===== config.mk =====
export PLATFORM = sky130hd
export DESIGN_NAME = tkcs_score
export DESIGN_NICKNAME = d
export VERILOG_FILES = /design/src/hw/rtl/tkcs_pkg.sv /design/src/hw/rtl/tkcs_score.sv
export SDC_FILE = /design/constraint.sdc
export NUM_CORES = 2
export LEC_CHECK = 0
export BUFFER_PORTS_ARGS = -buffer_cell sky130_fd_sc_hd__buf_2
export CORE_MARGIN = 4
export CORE_UTILIZATION = 45
export CTS_CLUSTER_SIZE = 24
export DETAILED_ROUTE_END_ITERATION = 10
export GPL_TIMING_DRIVEN = 0
export PLACE_DENSITY = 0.72
export SLEW_MARGIN = 20
export SYNTH_ARGS = -nofsm -noshare
export SYNTH_HDL_FRONTEND = slang
export SYNTH_SLANG_ARGS = --single-unit

===== constraint.sdc =====
create_clock -name clk -period 31.7 [get_ports clk]
set_input_delay 4.755 -clock clk [delete_from_list [all_inputs] [get_ports clk]]
set_output_delay 4.755 -clock clk [all_outputs]
set_load 0.005 [all_outputs]

===== src/hw/rtl/tkcs_pkg.sv =====
// ---------------------------------------------------------------------------
// tkcs_pkg
// Shared types and constants of the top-k cosine vector search core.
// ---------------------------------------------------------------------------
package tkcs_pkg;

  localparam int CAPACITY  = 256;
  localparam int CAP_W     = 8;
  localparam int CNT_W     = 9;
  localparam int DIM_MAX   = 64;
  localparam int DIM_W     = 6;
  localparam int LEN_W     = 7;
  localparam int LIM_W     = 5;
  localparam int TOP_MAX   = 16;
  localparam int TOP_W     = 4;
  localparam int ELEM_W    = 16;
  localparam int ID_W      = 64;
  localparam int NORM_W    = 37;
  localparam int DOT_W     = 38;
  localparam int MAG_W     = 37;
  localparam int PROD_W    = 74;
  localparam int DIV_W     = 104;
  localparam int QUO_W     = 30;
  localparam int ROOT_W    = 14;
  localparam int SCORE_W   = 16;
  localparam int VADDR_W   = CAP_W + DIM_W;
  localparam int IN_DATA_W = 80;
  localparam int OUT_DATA_W = 88;
  localparam int CFG_W     = 7;

  localparam logic [SCORE_W-1:0] SCORE_ONE   = 16'h4000;
  localparam logic [SCORE_W-1:0] EMPTY_SCORE = 16'hC000;

  localparam logic CFG_VLEN = 1'b0;
  localparam logic CFG_RLIM = 1'b1;

  typedef enum logic [1:0] {
    CMD_INSERT = 2'd0,
    CMD_QUERY  = 2'd1,
    CMD_CLEAR  = 2'd2,
    CMD_NONE   = 2'd3
  } cmd_t;

  typedef enum logic [1:0] {
    ST_OK      = 2'd0,
    ST_BAD_LEN = 2'd1,
    ST_FULL    = 2'd2
  } status_t;

  typedef enum logic [2:0] {
    S_IDLE,
    S_NORM,
    S_DOT,
    S_SCORE,
    S_OUT
  } state_t;

  typedef enum logic [1:0] {
    SP_IDLE,
    SP_MUL,
    SP_DIV,
    SP_ROOT
  } sphase_t;

  typedef struct packed {
    logic clear;
    logic ins;
  } topk_ctl_t;

endpackage


===== src/hw/rtl/tkcs_score.sv =====
// ---------------------------------------------------------------------------
// tkcs_score
// Iterative cosine score: serial shift-add multiplies, restoring divide, bitwise root.
// ---------------------------------------------------------------------------
module tkcs_score (
  input  logic                                 clk,
  input  logic                                 rst_n,
  input  logic                                 start,
  input  logic signed [tkcs_pkg::DOT_W-1:0]    dot,
  input  logic [tkcs_pkg::NORM_W-1:0]          qnorm,
  input  logic [tkcs_pkg::NORM_W-1:0]          vnorm,
  output logic                                 done,
  output logic signed [tkcs_pkg::SCORE_W-1:0]  score
);
  import tkcs_pkg::*;

  sphase_t phase_r, phase_nxt;

  logic [5:0]            cnt_r;
  logic                  neg_r;
  logic [PROD_W-1:0]     m1a_r, m2a_r, p1_r, p2_r, p1_add, p2_add;
  logic [MAG_W-1:0]      m1b_r;
  logic [NORM_W-1:0]     m2b_r;
  logic [DIV_W-1:0]      rem_r, div_r;
  logic [QUO_W-1:0]      quo_r, quo_nxt;
  logic [ROOT_W-1:0]     root_r, bit_r, t;
  logic [2*ROOT_W-1:0]   tsq;
  logic                  ge, fits, sat, zero_in;
  logic [DOT_W-1:0]      dot_abs;
  logic [ROOT_W-1:0]     root_fin;
  logic [SCORE_W-1:0]    sval;
  logic                  done_r;
  logic [SCORE_W-1:0]    score_r;

  always_comb begin
    dot_abs  = dot[DOT_W-1] ? (-dot) : dot;
    zero_in  = (qnorm == '0) || (vnorm == '0);
    p1_add   = p1_r + (m1b_r[0] ? m1a_r : '0);
    p2_add   = p2_r + (m2b_r[0] ? m2a_r : '0);
    ge       = rem_r >= div_r;
    quo_nxt  = {quo_r[QUO_W-2:0], ge};
    sat      = quo_nxt[QUO_W-1] | quo_nxt[QUO_W-2];
    t        = root_r | bit_r;
    tsq      = t * t;
    fits     = tsq <= quo_r[2*ROOT_W-1:0];
    root_fin = fits ? t : root_r;
    sval     = SCORE_W'(root_fin);
  end

  always_comb begin
    phase_nxt = phase_r;
    unique case (phase_r)
      SP_IDLE: if (start && !zero_in) phase_nxt = SP_MUL;
      SP_MUL:  if (cnt_r == 6'(MAG_W - 1)) phase_nxt = SP_DIV;
      SP_DIV: begin
        if (cnt_r == 6'(QUO_W - 1)) phase_nxt = sat ? SP_IDLE : SP_ROOT;
      end
      SP_ROOT: if (bit_r[0]) phase_nxt = SP_IDLE;
      default: phase_nxt = SP_IDLE;
    endcase
  end

  always_ff @(posedge clk) begin
    if (!rst_n) begin
      phase_r <= SP_IDLE;
      done_r  <= 1'b0;
    end else begin
      phase_r <= phase_nxt;
      done_r  <= ((phase_r == SP_IDLE) && start && zero_in) ||
                 ((phase_r == SP_DIV) && (cnt_r == 6'(QUO_W - 1)) && sat) ||
                 ((phase_r == SP_ROOT) && bit_r[0]);
    end
  end

  always_ff @(posedge clk) begin
    unique case (phase_r)
      SP_IDLE: begin
        if (start) begin
          neg_r   <= dot[DOT_W-1];
          m1a_r   <= PROD_W'(dot_abs[MAG_W-1:0]);
          m1b_r   <= dot_abs[MAG_W-1:0];
          m2a_r   <= PROD_W'(qnorm);
          m2b_r   <= vnorm;
          p1_r    <= '0;
          p2_r    <= '0;
          cnt_r   <= '0;
          score_r <= '0;
        end
      end
      SP_MUL: begin
        p1_r  <= p1_add;
        p2_r  <= p2_add;
        m1a_r <= m1a_r << 1;
        m2a_r <= m2a_r << 1;
        m1b_r <= m1b_r >> 1;
        m2b_r <= m2b_r >> 1;
        cnt_r <= cnt_r + 6'd1;
        if (cnt_r == 6'(MAG_W - 1)) begin
          rem_r <= DIV_W'(p1_add) << (2 * ROOT_W);
          div_r <= DIV_W'(p2_add) << (QUO_W - 1);
          quo_r <= '0;
          cnt_r <= '0;
        end
      end
      SP_DIV: begin
        if (ge) rem_r <= rem_r - div_r;
        div_r <= div_r >> 1;
        quo_r <= quo_nxt;
        cnt_r <= cnt_r + 6'd1;
        root_r <= '0;
        bit_r  <= ROOT_W'(1) << (ROOT_W - 1);
        if (sat) score_r <= neg_r ? (-SCORE_ONE) : SCORE_ONE;
      end
      SP_ROOT: begin
        root_r  <= root_fin;
        bit_r   <= bit_r >> 1;
        score_r <= neg_r ? (-sval) : sval;
      end
      default: ;
    endcase
  end

  assign done  = done_r;
  assign score = score_r;

endmodule


==> impl_metrics.ini <==
[setup_path]
max_stage_delay_ps = 790
crit_fanout = 10
rr_endpoint = score[12]
critPathKind = flip-flop to flip-flop
cpMaxStageDelayCell = nor4_1
r2r_slack_ps = 19160
ff2ff_path_depth = 42
crit_path_frequent_cell = inv_1
critPathRequiredTime_ps = 32060
r2r_start = root_r[6]
cp.arrival_ps = 12900
critPathLaunchType = flip-flop
cp-end-kind = flip-flop
worstSetupStartpoint = root_r[6]

[final_layout]
nNetsFinal = 6048
drive_above_1_share = 0.08471
finalNonFillerCells = 6915
areaGrowthSynthToFinish_pct = 11.52
num_antenna_cells = 0
fillers = 9949

[yosys]
synth_most_common_cell = edfxtp_1
synth_xor_area_frac = 0.05447
syn-num-nets = 5808
synth.yosys.seq_area_share = 0.4009
syn_inst = 5201
synth-seq-cells = 660
synthTopCellsByArea = edfxtp_1 40%, ha_1 9.4%, fa_1 4.9%
avgSynthCellArea_sq_um = 9.492
async_reset_ff_frac = 0
synthFlopType = edfxtp_1
synth_largest_area_cell = edfxtp_1
ys_types = 95
synth-simple-area-share = 0.1653
synth_compound_area_frac = 0.1566
synth_common_cells = 657 x edfxtp_1, 486 x nor2_1, 463 x nand2_1, 455 x inv_1, 409 x a21oi_1
synthAdderAreaFrac = 0.1429
synth_top_family_by_area = simple AND/OR/NAND/NOR gates
synth_area_sq_um = 49370
yosys_warnings = 0
synth_edf_count = 657
netlist.area_leader.share = 0.3996
synth_mux_area_frac = 0.02681

[clock_network]
clockBufferDepth = 3
post-cts-setup-buffer-count = 0
cts-resized-gates = 0
h-tree-depth = 3
cts_tree = done
root_buffer = clkbuf_16
cts_hold_buf = 0
clk_pin_slew_worst_paths_ps = 60
numCtsBuffers = 74
clk-insertion-delay-late_ps = 630
clock-sinks = 660

[placement]
portBuffers = 131
dp_hpwl_mm = 105.6
gp_routability_congestion = 0.9799
place_inst = 6779
post-place-ws_ps = 19400

[worst_hold_path]
min-delay-start = m1b_r[29]
hold_path_class = flip-flop to flip-flop
hold_depth = 2
hold_end = m1b_r[28]

[route]
ant_nets = 0
drcViolationCount = 0
wl_met3_mm = 7.775
vias_per_cell = 5.688
first_pass_iters = 8
wl_mm = 134.3
route.met2.wl_mm = 61.48
drt_first_iter_violations = 3242
top_layer = met4
m1WireLength_mm = 59.44
wl_per_cell_microns = 19.42
vias = 39330

[grt]
grt_usage = 0.2272
grt_overflow = 0
grt_max_degree = 30
grt_pass1_wl_mm = 210.4
antenna_found_initial = 3
grt_pass1_vias = 38050

[die]
die_height_microns = 339.2
initial_core_util = 0.4535
rows = 121
io-pin-count = 132
core_sq_um = 108900
die_area_sq_um = 115100
die_w_microns = 339.2

[sta]
worst_pin_slew_ps = 1220
finalWorstSetupSlack_ps = 19160
drv_slew = 0
setup_violations = 0
period_share = 0.3956
hold_viol_final = 0
fin_setup_tns_ps = 0
clock.fmax_mhz = 79.75
max-slew-margin-rel = 0.1869
rsz0062_at_grt = no
skew_ps = 28.85
min_period_ps = 12540
holdWs_ps = 520.7

[run_status]
status = finished, final reports clean

[flow_run]
drv_cap = 0
==> worst max-delay path by stage <==
stage | cells after the start | slack, ps | to
floorplan | 5 | 3460 | m1a_r[0]
global placement | 5 | -9200 | m2a_r[9]
detailed placement | 42 | 19400 | score[12]
CTS | 42 | 19310 | score[12]
global route | 42 | 18390 | score[12]
finish | 42 | 19160 | score[12]
==> through the flow <==
| step | util | instance area (sq um) |
|---|---|---|
| after floorplan | - | 49370 |
| after global placement | 0.4758 | 51790 |
| after detailed placement | 0.4841 | 52690 |
| after CTS | 0.5058 | 55060 |
| after global routing | 0.5058 | 55060 |
| final | 0.5058 | 55060 |
==> critical path, delay by kind of cell (launching register included) <==
kind,cells,cell delay [ps]
xor+xnor,3,530
simple gates,11,2750
buf+inv,10,2190
flops,1,420
compound gates,9,2580
fa+ha+maj,9,3790
==> logic make-up (layout without fill, tap and decap cells) <==
group	after synthesis	count (layout)
simple gates	1699	1699
xor+xnor	307	307
fa+ha+maj	492	492
buf+inv	690	990
flops	660	660
mux	118	118
compound gates	1235	1235
==> final cells by class <==
cell class	instances	area, sq um	share of cell area
Buffer	231	900.9	0.01636
Sequential cell	660	19790	0.3594
Tap cell	1414	1769	0.03213
Multi-Input combinational cell	3851	27010	0.4906
Timing Repair Buffer	164	1499	0.02723
Inverter	459	1723	0.03129
Clock buffer	87	1964	0.03568
Clock inverter	49	400.4	0.007272
==> layer usage <==
metal,GRT usage,up-vias
met4,0.08907,0
met1,0.3112,19010
met2,0.3706,1235
met5,0,-
met3,0.02586,210
li1,-,18880
==> registers in the layout, summed over array words and instances (netlist names), 37 cells and up <==
signal  flops
m2b_r      37
rem_r     104
p1_r       74
p2_r       74
m2a_r      74
m1a_r      74
div_r     103
m1b_r      37
==> placed cells by master (no fill, tap or decap), types with 28 or more instances in the layout <==
cell type	Yosys	final
edfxtp_1	657	657
nor2_1	486	486
nand2_1	463	462
inv_1	455	455
a21oi_1	409	408
ha_1	372	372
and2_1	301	301
o21ai_0	260	259
clkbuf_1	202	206
xnor2_1	193	193
a21o_1	176	176
buf_2	14	146
fa_1	120	120
xor2_1	114	114
mux2_2	114	114
nand4_1	105	105
clkbuf_16	0	77
nand3_1	65	65
o21bai_1	60	60
nor3_1	54	54
a31oi_1	40	40
nor4_1	39	39
o21a_1	39	39
nand2b_1	37	37
o31ai_1	32	32
or3_1	31	31
nor2b_1	30	30
buf_16	0	28
Power is not shown: default switching activity piles up to over one toggle a cycle in this logic, so the estimate is an artifact.
