### src/hw/rtl/tkcs_ram.sv
// ---------------------------------------------------------------------------
// tkcs_ram
// Generic single-port synchronous RAM with registered read.
// ---------------------------------------------------------------------------
module tkcs_ram #(
  parameter int WIDTH = 16,
  parameter int DEPTH = 64
) (
  input  logic                     clk,
  input  logic                     we,
  input  logic [$clog2(DEPTH)-1:0] addr,
  input  logic [WIDTH-1:0]         wdata,
  output logic [WIDTH-1:0]         rdata
);

  logic [WIDTH-1:0] mem [DEPTH];
  logic [WIDTH-1:0] rdata_r;

  always_ff @(posedge clk) begin
    if (we) begin
      mem[addr] <= wdata;
    end
    rdata_r <= mem[addr];
  end

  assign rdata = rdata_r;

endmodule

### config.mk
export PLATFORM = sky130hd
export DESIGN_NAME = tkcs_ram
export DESIGN_NICKNAME = d
export VERILOG_FILES = /design/src/hw/rtl/tkcs_ram.sv
export SDC_FILE = /design/constraint.sdc
export NUM_CORES = 1
export LEC_CHECK = 0
export BUFFER_PORTS_ARGS = -buffer_cell sky130_fd_sc_hd__buf_2
export CAP_MARGIN = 20
export CELL_PAD_IN_SITES_DETAIL_PLACEMENT = 2
export CELL_PAD_IN_SITES_GLOBAL_PLACEMENT = 2
export CORE_AREA = 2 2 246 345
export CTS_CLUSTER_DIAMETER = 50
export DETAILED_ROUTE_END_ITERATION = 8
export DIE_AREA = 0 0 248 347
export MAX_ROUTING_LAYER = met4
export PLACE_DENSITY_LB_ADDON = 0.08
export SLEW_MARGIN = 20
export SYNTH_ARGS = -nofsm -noshare
export SYNTH_HDL_FRONTEND = slang
export SYNTH_SLANG_ARGS = --single-unit
### constraint.sdc
create_clock -name clk -period 2.67 [get_ports clk]
set_input_delay 0 -clock clk [delete_from_list [all_inputs] [get_ports clk]]
set_output_delay 0 -clock clk [all_outputs]
set_load 0.02 [all_outputs]
==> flow_summary.json, run 1 <==
{
  "drive_gt1_share_pct": 18.17,
  "ys_seq_elements": 1040,
  "fin_skew_ps": 37.08,
  "drv_cap": 0,
  "synth_top_flop_cell": "edfxtp_1",
  "start_kind": "input pin",
  "final_cells": 3659,
  "min_path_type": "in -> reg",
  "drtIter0Drc": 2637,
  "avgSynthCellArea_sq_um": 17.44,
  "hold_ws_ps": -4.481,
  "die_w_um": 248,
  "multiInputGateArea_sq_um": 7656,
  "dr.pass1.iters": 6,
  "clockRootBuffer": "clkbuf_16",
  "crit_path_end_kind": "flop",
  "num_vias": 24580,
  "peakVddDrop_uv": 617.1,
  "clkLatencyLatePin_ps": 700,
  "place_inst": 3450,
  "antenna_found_initial": 5,
  "place_area_sq_um": 42400,
  "min_period_ps": 2552,
  "clock_path_buffers": 3,
  "grt_usage_pct": 34.98,
  "drt_wl_total_um": 144900,
  "hold_violations": 6,
  "syn_to_final_growth_pct": 16.52,
  "ys_warn_count": 0,
  "final_cell_mix": "1,024 x edfxtp_1, 202 x buf_4, 196 x a22oi_1, 156 x nor2_1, 154 x mux2i_1",
  "ys_seq_area_share_pct": 78.70,
  "nFillCells": 7093,
  "slowest_stage": "nor3b_1",
  "max_freq_ghz": 0.3919,
  "dieHeight_um": 347,
  "gp_congestion": 0.8874,
  "run_status": "finished, violations left",
  "synth_nets": 2288,
  "grt_pass1_wl_um": 204300,
  "path_cells": "dlygate4sd3_1 -> buf_2 -> nor3b_1 -> nand2b_1 -> o22ai_1 -> nor2_1 -> buf_4 -> o221ai_1 -> buf_4 -> or4_1",
  "power_density_nw_per_um2": 774.5,
  "clkTransAtPathRegs_ps": 70,
  "start_util_pct": 47.72,
  "crit_path_max_incr_delay_ps": 890,
  "post-route-util_pct": 55.60,
  "place_worst_setup_slack_ps": -73.64,
  "tightest_slew_ps": 1177,
  "critPathKind": "in -> reg",
  "row_count": 125,
  "grt_max_degree": 65,
  "synthArstFlopShare_pct": 0,
  "antenna_left": 0,
  "cts_buffers": 103,
  "final_common_cell": "edfxtp_1",
  "clock_sinks": 1040,
  "syn_area_sq_um": 39480,
  "synth_cell_types": 55,
  "drt_drc_violations_left": 0,
  "avgRoutedWirePerCell_um": 39.61,
  "crit_fanout": 13,
  "via_per_inst": 6.718,
  "cts_tree": "built",
  "netlist_instances": 2264,
  "critPathBufInv": 4,
  "cts_setup_buffers": 0,
  "setup_violations": 0,
  "layout.nets": 2513,
  "worstPathRequired_ps": 3310,
  "io_pins": 40,
  "crit_family": "simple AND/OR/NAND/NOR gates",
  "crit_top_cell": "buf_4",
  "crit_arrival_ps": 3190,
  "leakage_nw": 15.07,
  "layout_setup_ws_ps": 118.5,
  "drv_slew": 0,
  "core-area_sq_um": 82740,
  "violations": "hold timing",
  "synth_enable_flop_cells": 1024,
  "timing.final.crit_share_pct": 95.56,
  "grt_pass1_vias": 26490,
  "rsz0062_at_grt": "false",
  "dpl.hpwl_um": 88590,
  "regArea_sq_um": 31070,
  "grt-ovfl-total": 0,
  "htree_levels": 3,
  "port_buffers": 39,
  "dieArea_sq_um": 86060,
  "stdcell_area_sq_um": 46000,
  "slew_headroom_pct": 21.53
}
==> sequential cells by signal (all words and copies together), names as in the netlist <==
| signal | count |
|---|---|
| mem | 1024 |
| rdata | 16 |
==> layer usage <==
| layer | share of wire, % | track usage, % | wire, um |
|---|---|---|---|
| met2 | 52 | 58.90 | 75020 |
| met3 | 6.2 | 4.823 | 9001 |
| met5 | 0 | - | 0 |
| met1 | 36 | 40.65 | 52130 |
| met4 | 6.0 | 18.23 | 8764 |
==> cell families after synthesis <==
logic type / share of synthesized area [%]
muxes: 4.760
and+or+nand+nor: 2.931
DFF: 78.70
buffers and inverters: 2.079
AOI/OAI and AO/OA: 11.53
==> per-stage QoR <==
stage          total power, mW  TNS (ps)
3_5_place_dp             20.61    -113.7
6_report                 35.63         0
4_1_cts                  35.75         0
3_3_place_gp             20.49         0
2_1_floorplan            19.40         0
5_1_grt                  36.34         0
==> synth_stat cells (7+ instances only) <==
cell	number	area share (%)
a2111oi_0	8	0.18
a211oi_1	20	0.38
a21oi_1	74	0.94
a221oi_1	106	2.4
a222oi_1	9	0.23
a22o_1	21	0.47
a22oi_1	196	3.7
a31oi_1	23	0.36
buf_1	13	0.12
buf_2	62	0.79
buf_4	16	0.30
buf_6	9	0.26
clkbuf_1	62	0.59
dfxtp_1	16	0.81
edfxtp_1	1024	78
mux2_2	17	0.48
mux2i_1	154	3.9
nand2_1	40	0.38
nand3_1	10	0.13
nand4_1	7	0.11
nor2_1	159	1.5
nor2b_1	9	0.14
nor3_1	10	0.13
o211a_1	7	0.18
o21ai_0	29	0.37
o221ai_1	14	0.31
o22a_1	27	0.60
o22ai_1	58	0.92
or4_1	9	0.17
==> timing repair <==
action / CTS / global route
setup endpoints to repair: 0 / 2
gates resized for setup: 0 / 1
endpoints found under the hold margin: 318 / 48
hold buffers: 12 / 1
==> cell type report <==
type                            instances  share of cell area, %
Clock buffer                          128                  6.057
Sequential cell                      1040                  67.54
Tap cell                             1079                  2.935
Timing Repair Buffer                  282                  5.323
Inverter                                2                0.01632
Multi-Input combinational cell       1060                  16.64
Antenna cell                            4                0.02176
Clock inverter                         64                  1.469
==> final timing paths <==
path,from,end,slack [ps],cells after the start
worst max register to register,mem[5][8],rdata[8],300,5
worst max-delay path,addr[4],rdata[8],120,10
worst min register to register,mem[16][14],rdata[14],790,3
worst min-delay path,wdata[9],mem[18][9],-4,1
==> power breakdown <==
group / switching (mW) / total [mW] / internal [mW]
registers: 0.0807 / 18.1 / 18.1
logic: 1.58 / 2.21 / 0.636
clock network: 6.59 / 15.3 / 8.68
total: 8.25 / 35.6 / 27.4
(Power assumes the default switching activity.)
==> run 2, diff against run 1 <==
--- a/config.mk
+++ b/config.mk
@@ -15,6 +15,7 @@
 export DIE_AREA = 0 0 248 347
 export MAX_ROUTING_LAYER = met4
 export PLACE_DENSITY_LB_ADDON = 0.08
+export RECOVER_POWER = 100
 export SLEW_MARGIN = 20
 export SYNTH_ARGS = -nofsm -noshare
 export SYNTH_HDL_FRONTEND = slang
==> flow_summary.json, run 2 (synthesized netlist as in run 1, its figures left out) <==
{
  "run_status": "finished, violations left",
  "violations": "capacitance limit, slew limit",
  "dieArea_sq_um": 86060,
  "timing.final.crit_share_pct": 99.22,
  "grt_pass1_wl_um": 204300,
  "max_freq_ghz": 0.3775,
  "nFillCells": 7198,
  "clock_sinks": 1040,
  "finalSetupTns_ps": 0,
  "worstPathRequired_ps": 2960,
  "dieHeight_um": 347,
  "final_cell_mix": "1,024 x edfxtp_1, 196 x a22oi_1, 156 x nor2_1, 154 x mux2i_1, 107 x clkbuf_16",
  "seq_power_share_pct": 51.0,
  "sw_frac_of_total_pct": 23.20,
  "min_path_type": "in -> reg",
  "core-area_sq_um": 82740,
  "peakVddDrop_uv": 621.2,
  "leakage_nw": 14.72,
  "htree_levels": 3,
  "crit_arrival_ps": 2940,
  "drv_cap": 12,
  "cts_tree": "built",
  "slowest_stage": "clkbuf_1",
  "layout_setup_ws_ps": 20.75,
  "power.share.clock_pct": 42.9,
  "fin_skew_ps": 41.89,
  "final_common_cell": "edfxtp_1",
  "via_per_inst": 6.713,
  "dr.pass1.iters": 9,
  "cts_buffers": 103,
  "drt_wl_total_um": 145200,
  "grt_pass1_vias": 26490,
  "post-route-util_pct": 54.97,
  "grt_max_degree": 65,
  "cts_setup_buffers": 0,
  "place_worst_setup_slack_ps": -73.64,
  "power_mw": 35.61,
  "drtIter0Drc": 2473,
  "layout.nets": 2513,
  "power_density_nw_per_um2": 783.0,
  "drive_gt1_share_pct": 15.02,
  "critPathKind": "in -> reg",
  "hold_violations": 0,
  "final_cells": 3661,
  "largest_reg_flops": 1024,
  "rsz0062_at_grt": "false",
  "clock_path_buffers": 3,
  "place_inst": 3450,
  "antenna_left": 0,
  "setup_violations": 0,
  "clockRootBuffer": "clkbuf_16",
  "drv_slew": 474,
  "crit_family": "buffers and inverters",
  "row_count": 125,
  "grt_usage_pct": 34.98,
  "clkTransAtPathRegs_ps": 70,
  "tightest_slew_ps": 2665,
  "start_kind": "input pin",
  "p_switching_mw": 8.262,
  "crit_path_max_incr_delay_ps": 1120,
  "io_pins": 40,
  "grt-ovfl-total": 0,
  "regMostFlops": "mem",
  "clkLatencyLatePin_ps": 710,
  "p_int_mw": 27.35,
  "avgRoutedWirePerCell_um": 39.66,
  "port_buffers": 39,
  "dpl.hpwl_um": 88590,
  "crit_path_end_kind": "flop",
  "path_cells": "buf_6 -> clkbuf_2 -> nor2b_4 -> buf_12 -> nand3_1 -> buf_4 -> nor2_1 -> clkbuf_1",
  "critPathBufInv": 5,
  "p_comb_share_pct": 6.1,
  "crit_fanout": 28,
  "die_w_um": 248,
  "antenna_found_initial": 5,
  "slew_headroom_pct": -77.68,
  "gp_congestion": 0.8874,
  "min_period_ps": 2649,
  "drt_drc_violations_left": 0,
  "num_vias": 24580,
  "syn_to_final_growth_pct": 15.20,
  "start_util_pct": 47.72
}
## run 2: power by group through the flow
stage	Clock (mW)	Combinational, mW	Sequential [mW]
2_1_floorplan	0	0.897	18.5
3_3_place_gp	0	2.01	18.5
3_5_place_dp	0	2.11	18.5
4_1_cts	15.4	2.19	18.2
5_1_grt	15.9	2.23	18.2
6_report	15.3	2.16	18.2
## run 2: per-layer routing
metal | vias up | share of wire [%] | GRT usage (%)
met3 | 423 | 6.6 | 4.823
met1 | 13090 | 36 | 40.65
met5 | - | 0 | -
li1 | 9824 | - | -
met2 | 1243 | 51 | 58.90
met4 | 0 | 6.4 | 18.23
## run 2: final cells by class
cell class | count | area, sq um | area share (%)
Sequential cell | 1040 | 31070 | 68.31
Multi-Input combinational cell | 1060 | 7649 | 16.82
Clock buffer | 128 | 2786 | 6.126
Timing Repair Buffer | 282 | 1929 | 4.242
Tap cell | 1079 | 1350 | 2.968
Clock inverter | 64 | 675.6 | 1.486
Antenna cell | 6 | 15.01 | 0.03301
Inverter | 2 | 7.507 | 0.01651
## run 2: worst reg2reg max path, stage by stage (launching register included)
cell and delay (ps):
edfxtp_1 430, a221oi_1 370, a21oi_1 80, o21ai_0 520
o21ai_0 240, or4_1 600
## run 2: final timing paths
check	cells after the start	from	end	slack, ps
hold reg to reg	3	mem[16][14]	rdata[14]	790
hold / removal	4	addr[0]	rdata[0]	180
setup reg to reg	5	mem[22][0]	rdata[0]	290
setup / recovery	8	addr[1]	mem[37][11]	20
## run 2: what timing repair did
action                                  4_1_cts  5_1_grt
endpoints found under the setup margin        0        2
hold buffers                                 12        1
resized for setup                             0        1
hold endpoints to repair                    318       48
## run 2: metrics by stage
stage          hold WS [ps]  cell area (sq um)
3_5_place_dp          425.1              42400
5_1_grt               158.5              45470
6_report              177.4              45480
2_1_floorplan         98.87              39480
4_1_cts              0.9874              45980
3_3_place_gp          421.2              42400
==> run 3, diff against run 2 <==
==> constraint.sdc (replaced) <==
create_clock -name clk -period 2.67 [get_ports clk]
set_input_delay 0.6675 -clock clk [delete_from_list [all_inputs] [get_ports clk]]
set_output_delay 0.6675 -clock clk [all_outputs]
set_load 0.02 [all_outputs]
==> flow_summary.json, run 3 (synthesized netlist as in run 1, its figures left out) <==
{
  "run_status": "finished, violations left",
  "violations": "capacitance limit, slew limit, setup timing",
  "final_cells": 3768,
  "start_util_pct": 47.72,
  "rsz0062_at_grt": "false",
  "gp_congestion": 0.8765,
  "min_to": "mem[49][1]",
  "clkTransAtPathRegs_ps": 60,
  "die_w_um": 248,
  "largest_reg_flops": 1024,
  "antenna_found_initial": 12,
  "core-area_sq_um": 82740,
  "clock_path_buffers": 3,
  "avgRoutedWirePerCell_um": 43.22,
  "timing.final.crit_share_pct": 100.5,
  "reg2reg_setup_slack_ps": 140,
  "tightest_slew_ps": 2062,
  "syn_to_final_growth_pct": 19.49,
  "row_count": 125,
  "regMostFlops": "mem",
  "clockRootBuffer": "clkbuf_16",
  "grt_usage_pct": 39.19,
  "critPathKind": "in -> reg",
  "power_density_nw_per_um2": 778.8,
  "setup_violations": 1,
  "stdcell_area_sq_um": 47170,
  "hold_violations": 0,
  "cts_setup_buffers": 0,
  "nFillCells": 6973,
  "dpl.hpwl_um": 94530,
  "final_cell_mix": "1,024 x edfxtp_1, 196 x a22oi_1, 195 x buf_4, 154 x mux2i_1, 149 x nor2_1",
  "io_pins": 40,
  "layout.nets": 2620,
  "start_kind": "input pin",
  "place_area_sq_um": 45030,
  "cts_tree": "built",
  "reg2reg_depth": 6,
  "crit_fanout": 13,
  "r2r-start": "mem[6][12]",
  "min_period_ps": 2683,
  "final_common_cell": "edfxtp_1",
  "clock_sinks": 1040,
  "fin_skew_ps": 33.62,
  "peakVddDrop_uv": 715.3,
  "min-delay-start": "wdata[1]",
  "postCtsHoldBufs": 0,
  "cts_buffers": 106,
  "max_freq_ghz": 0.3727,
  "drive_gt1_share_pct": 20.86,
  "crit_path_end_kind": "flop",
  "whs_path_depth": 1,
  "drv_cap": 13,
  "clkLatencyLatePin_ps": 730,
  "slew_headroom_pct": -37.47,
  "via_per_inst": 6.804,
  "grt-ovfl-total": 0,
  "crit_arrival_ps": 3230,
  "leakage_nw": 15.65,
  "drt_drc_violations_left": 0,
  "num_vias": 25640,
  "min_path_type": "in -> reg",
  "timing.rr.end": "rdata[12]",
  "grt_pass1_wl_um": 224900,
  "drv_slew": 630,
  "drt_wl_total_um": 162900,
  "grt_pass1_vias": 27620,
  "port_buffers": 39,
  "htree_levels": 3,
  "dieArea_sq_um": 86060,
  "drtIter0Drc": 3116,
  "grt_max_degree": 65,
  "dieHeight_um": 347,
  "dr.pass1.iters": 6,
  "antenna_left": 0,
  "finalSetupTns_ps": -12.92,
  "layout_setup_ws_ps": -12.92,
  "worstPathRequired_ps": 3220,
  "place_inst": 3567
}
## run 3: cell types whose count changed in the layout (fill, tap and decap cells not counted), moves of 9 or more
cell | before | now
buf_4 | 95 | 195
buf_12 | 19 | 64
clkbuf_1 | 97 | 56
dlygate4sd3_1 | 13 | 0
buf_2 | 6 | 15
## run 3: how the worst max path moves through the flow
stage	startpoint	end
5_1_grt	addr[0]	mem[21][13]
3_5_place_dp	addr[2]	rdata[0]
6_report	addr[0]	rdata[12]
2_1_floorplan	addr[5]	rdata[14]
3_3_place_gp	addr[2]	rdata[0]
4_1_cts	addr[2]	rdata[0]
## run 3: cell type report
class	count	area [sq um]	share of cell area (%)
flip-flops and latches	1040	31070	65.86
multi-input cells	1060	7794	16.52
repair buffers	386	3363	7.129
clock buffers	123	2833	6.005
well taps	1079	1350	2.862
clock inverters	74	747.0	1.583
diodes	4	10.01	0.02122
inverters	2	7.507	0.01591
## run 3: power by group
part / switching, mW / total, mW / internal (mW)
clock network: 7.08 / 16.0 / 8.97
registers: 0.102 / 18.2 / 18.1
logic: 1.74 / 2.50 / 0.765
## run 3: worst max-delay path, cell delays in order
cell       delay, ps
buf_4            180
and2_4           210
buf_4            220
a22oi_1          270
nor2_1            90
a2111oi_0        650
buf_4            230
a211oi_2         100
or4_1            570
## run 3: what timing repair did
action,in CTS,in global routing
hold endpoints to repair,0,0
resized for setup,4,3
endpoints found under the setup margin,3,3
cloned,0,0
## run 3: layer usage
| metal | track usage (%) | up-vias | routed length (um) |
|---|---|---|---|
| met5 | - | - | 0 |
| met4 | 21.34 | 0 | 10650 |
| met3 | 6.238 | 448 | 11550 |
| met2 | 65.28 | 1501 | 83420 |
| met1 | 45.23 | 13660 | 57220 |
| li1 | - | 10030 | - |
## run 3: per-stage QoR
| step | hold slack [ps] | setup slack, ps | power, mW | utilization (%) |
|---|---|---|---|---|
| floorplan | 571.8 | -19.19 | 19.45 | - |
| global placement | 714.5 | -556.8 | 20.79 | 54.43 |
| detailed placement | 778.0 | -747.6 | 20.96 | 54.43 |
| CTS | 243.8 | 36.90 | 36.87 | 58.77 |
| global route | 363.5 | 33.25 | 37.35 | 57.02 |
| finish | 361.4 | -12.92 | 36.74 | 57.02 |
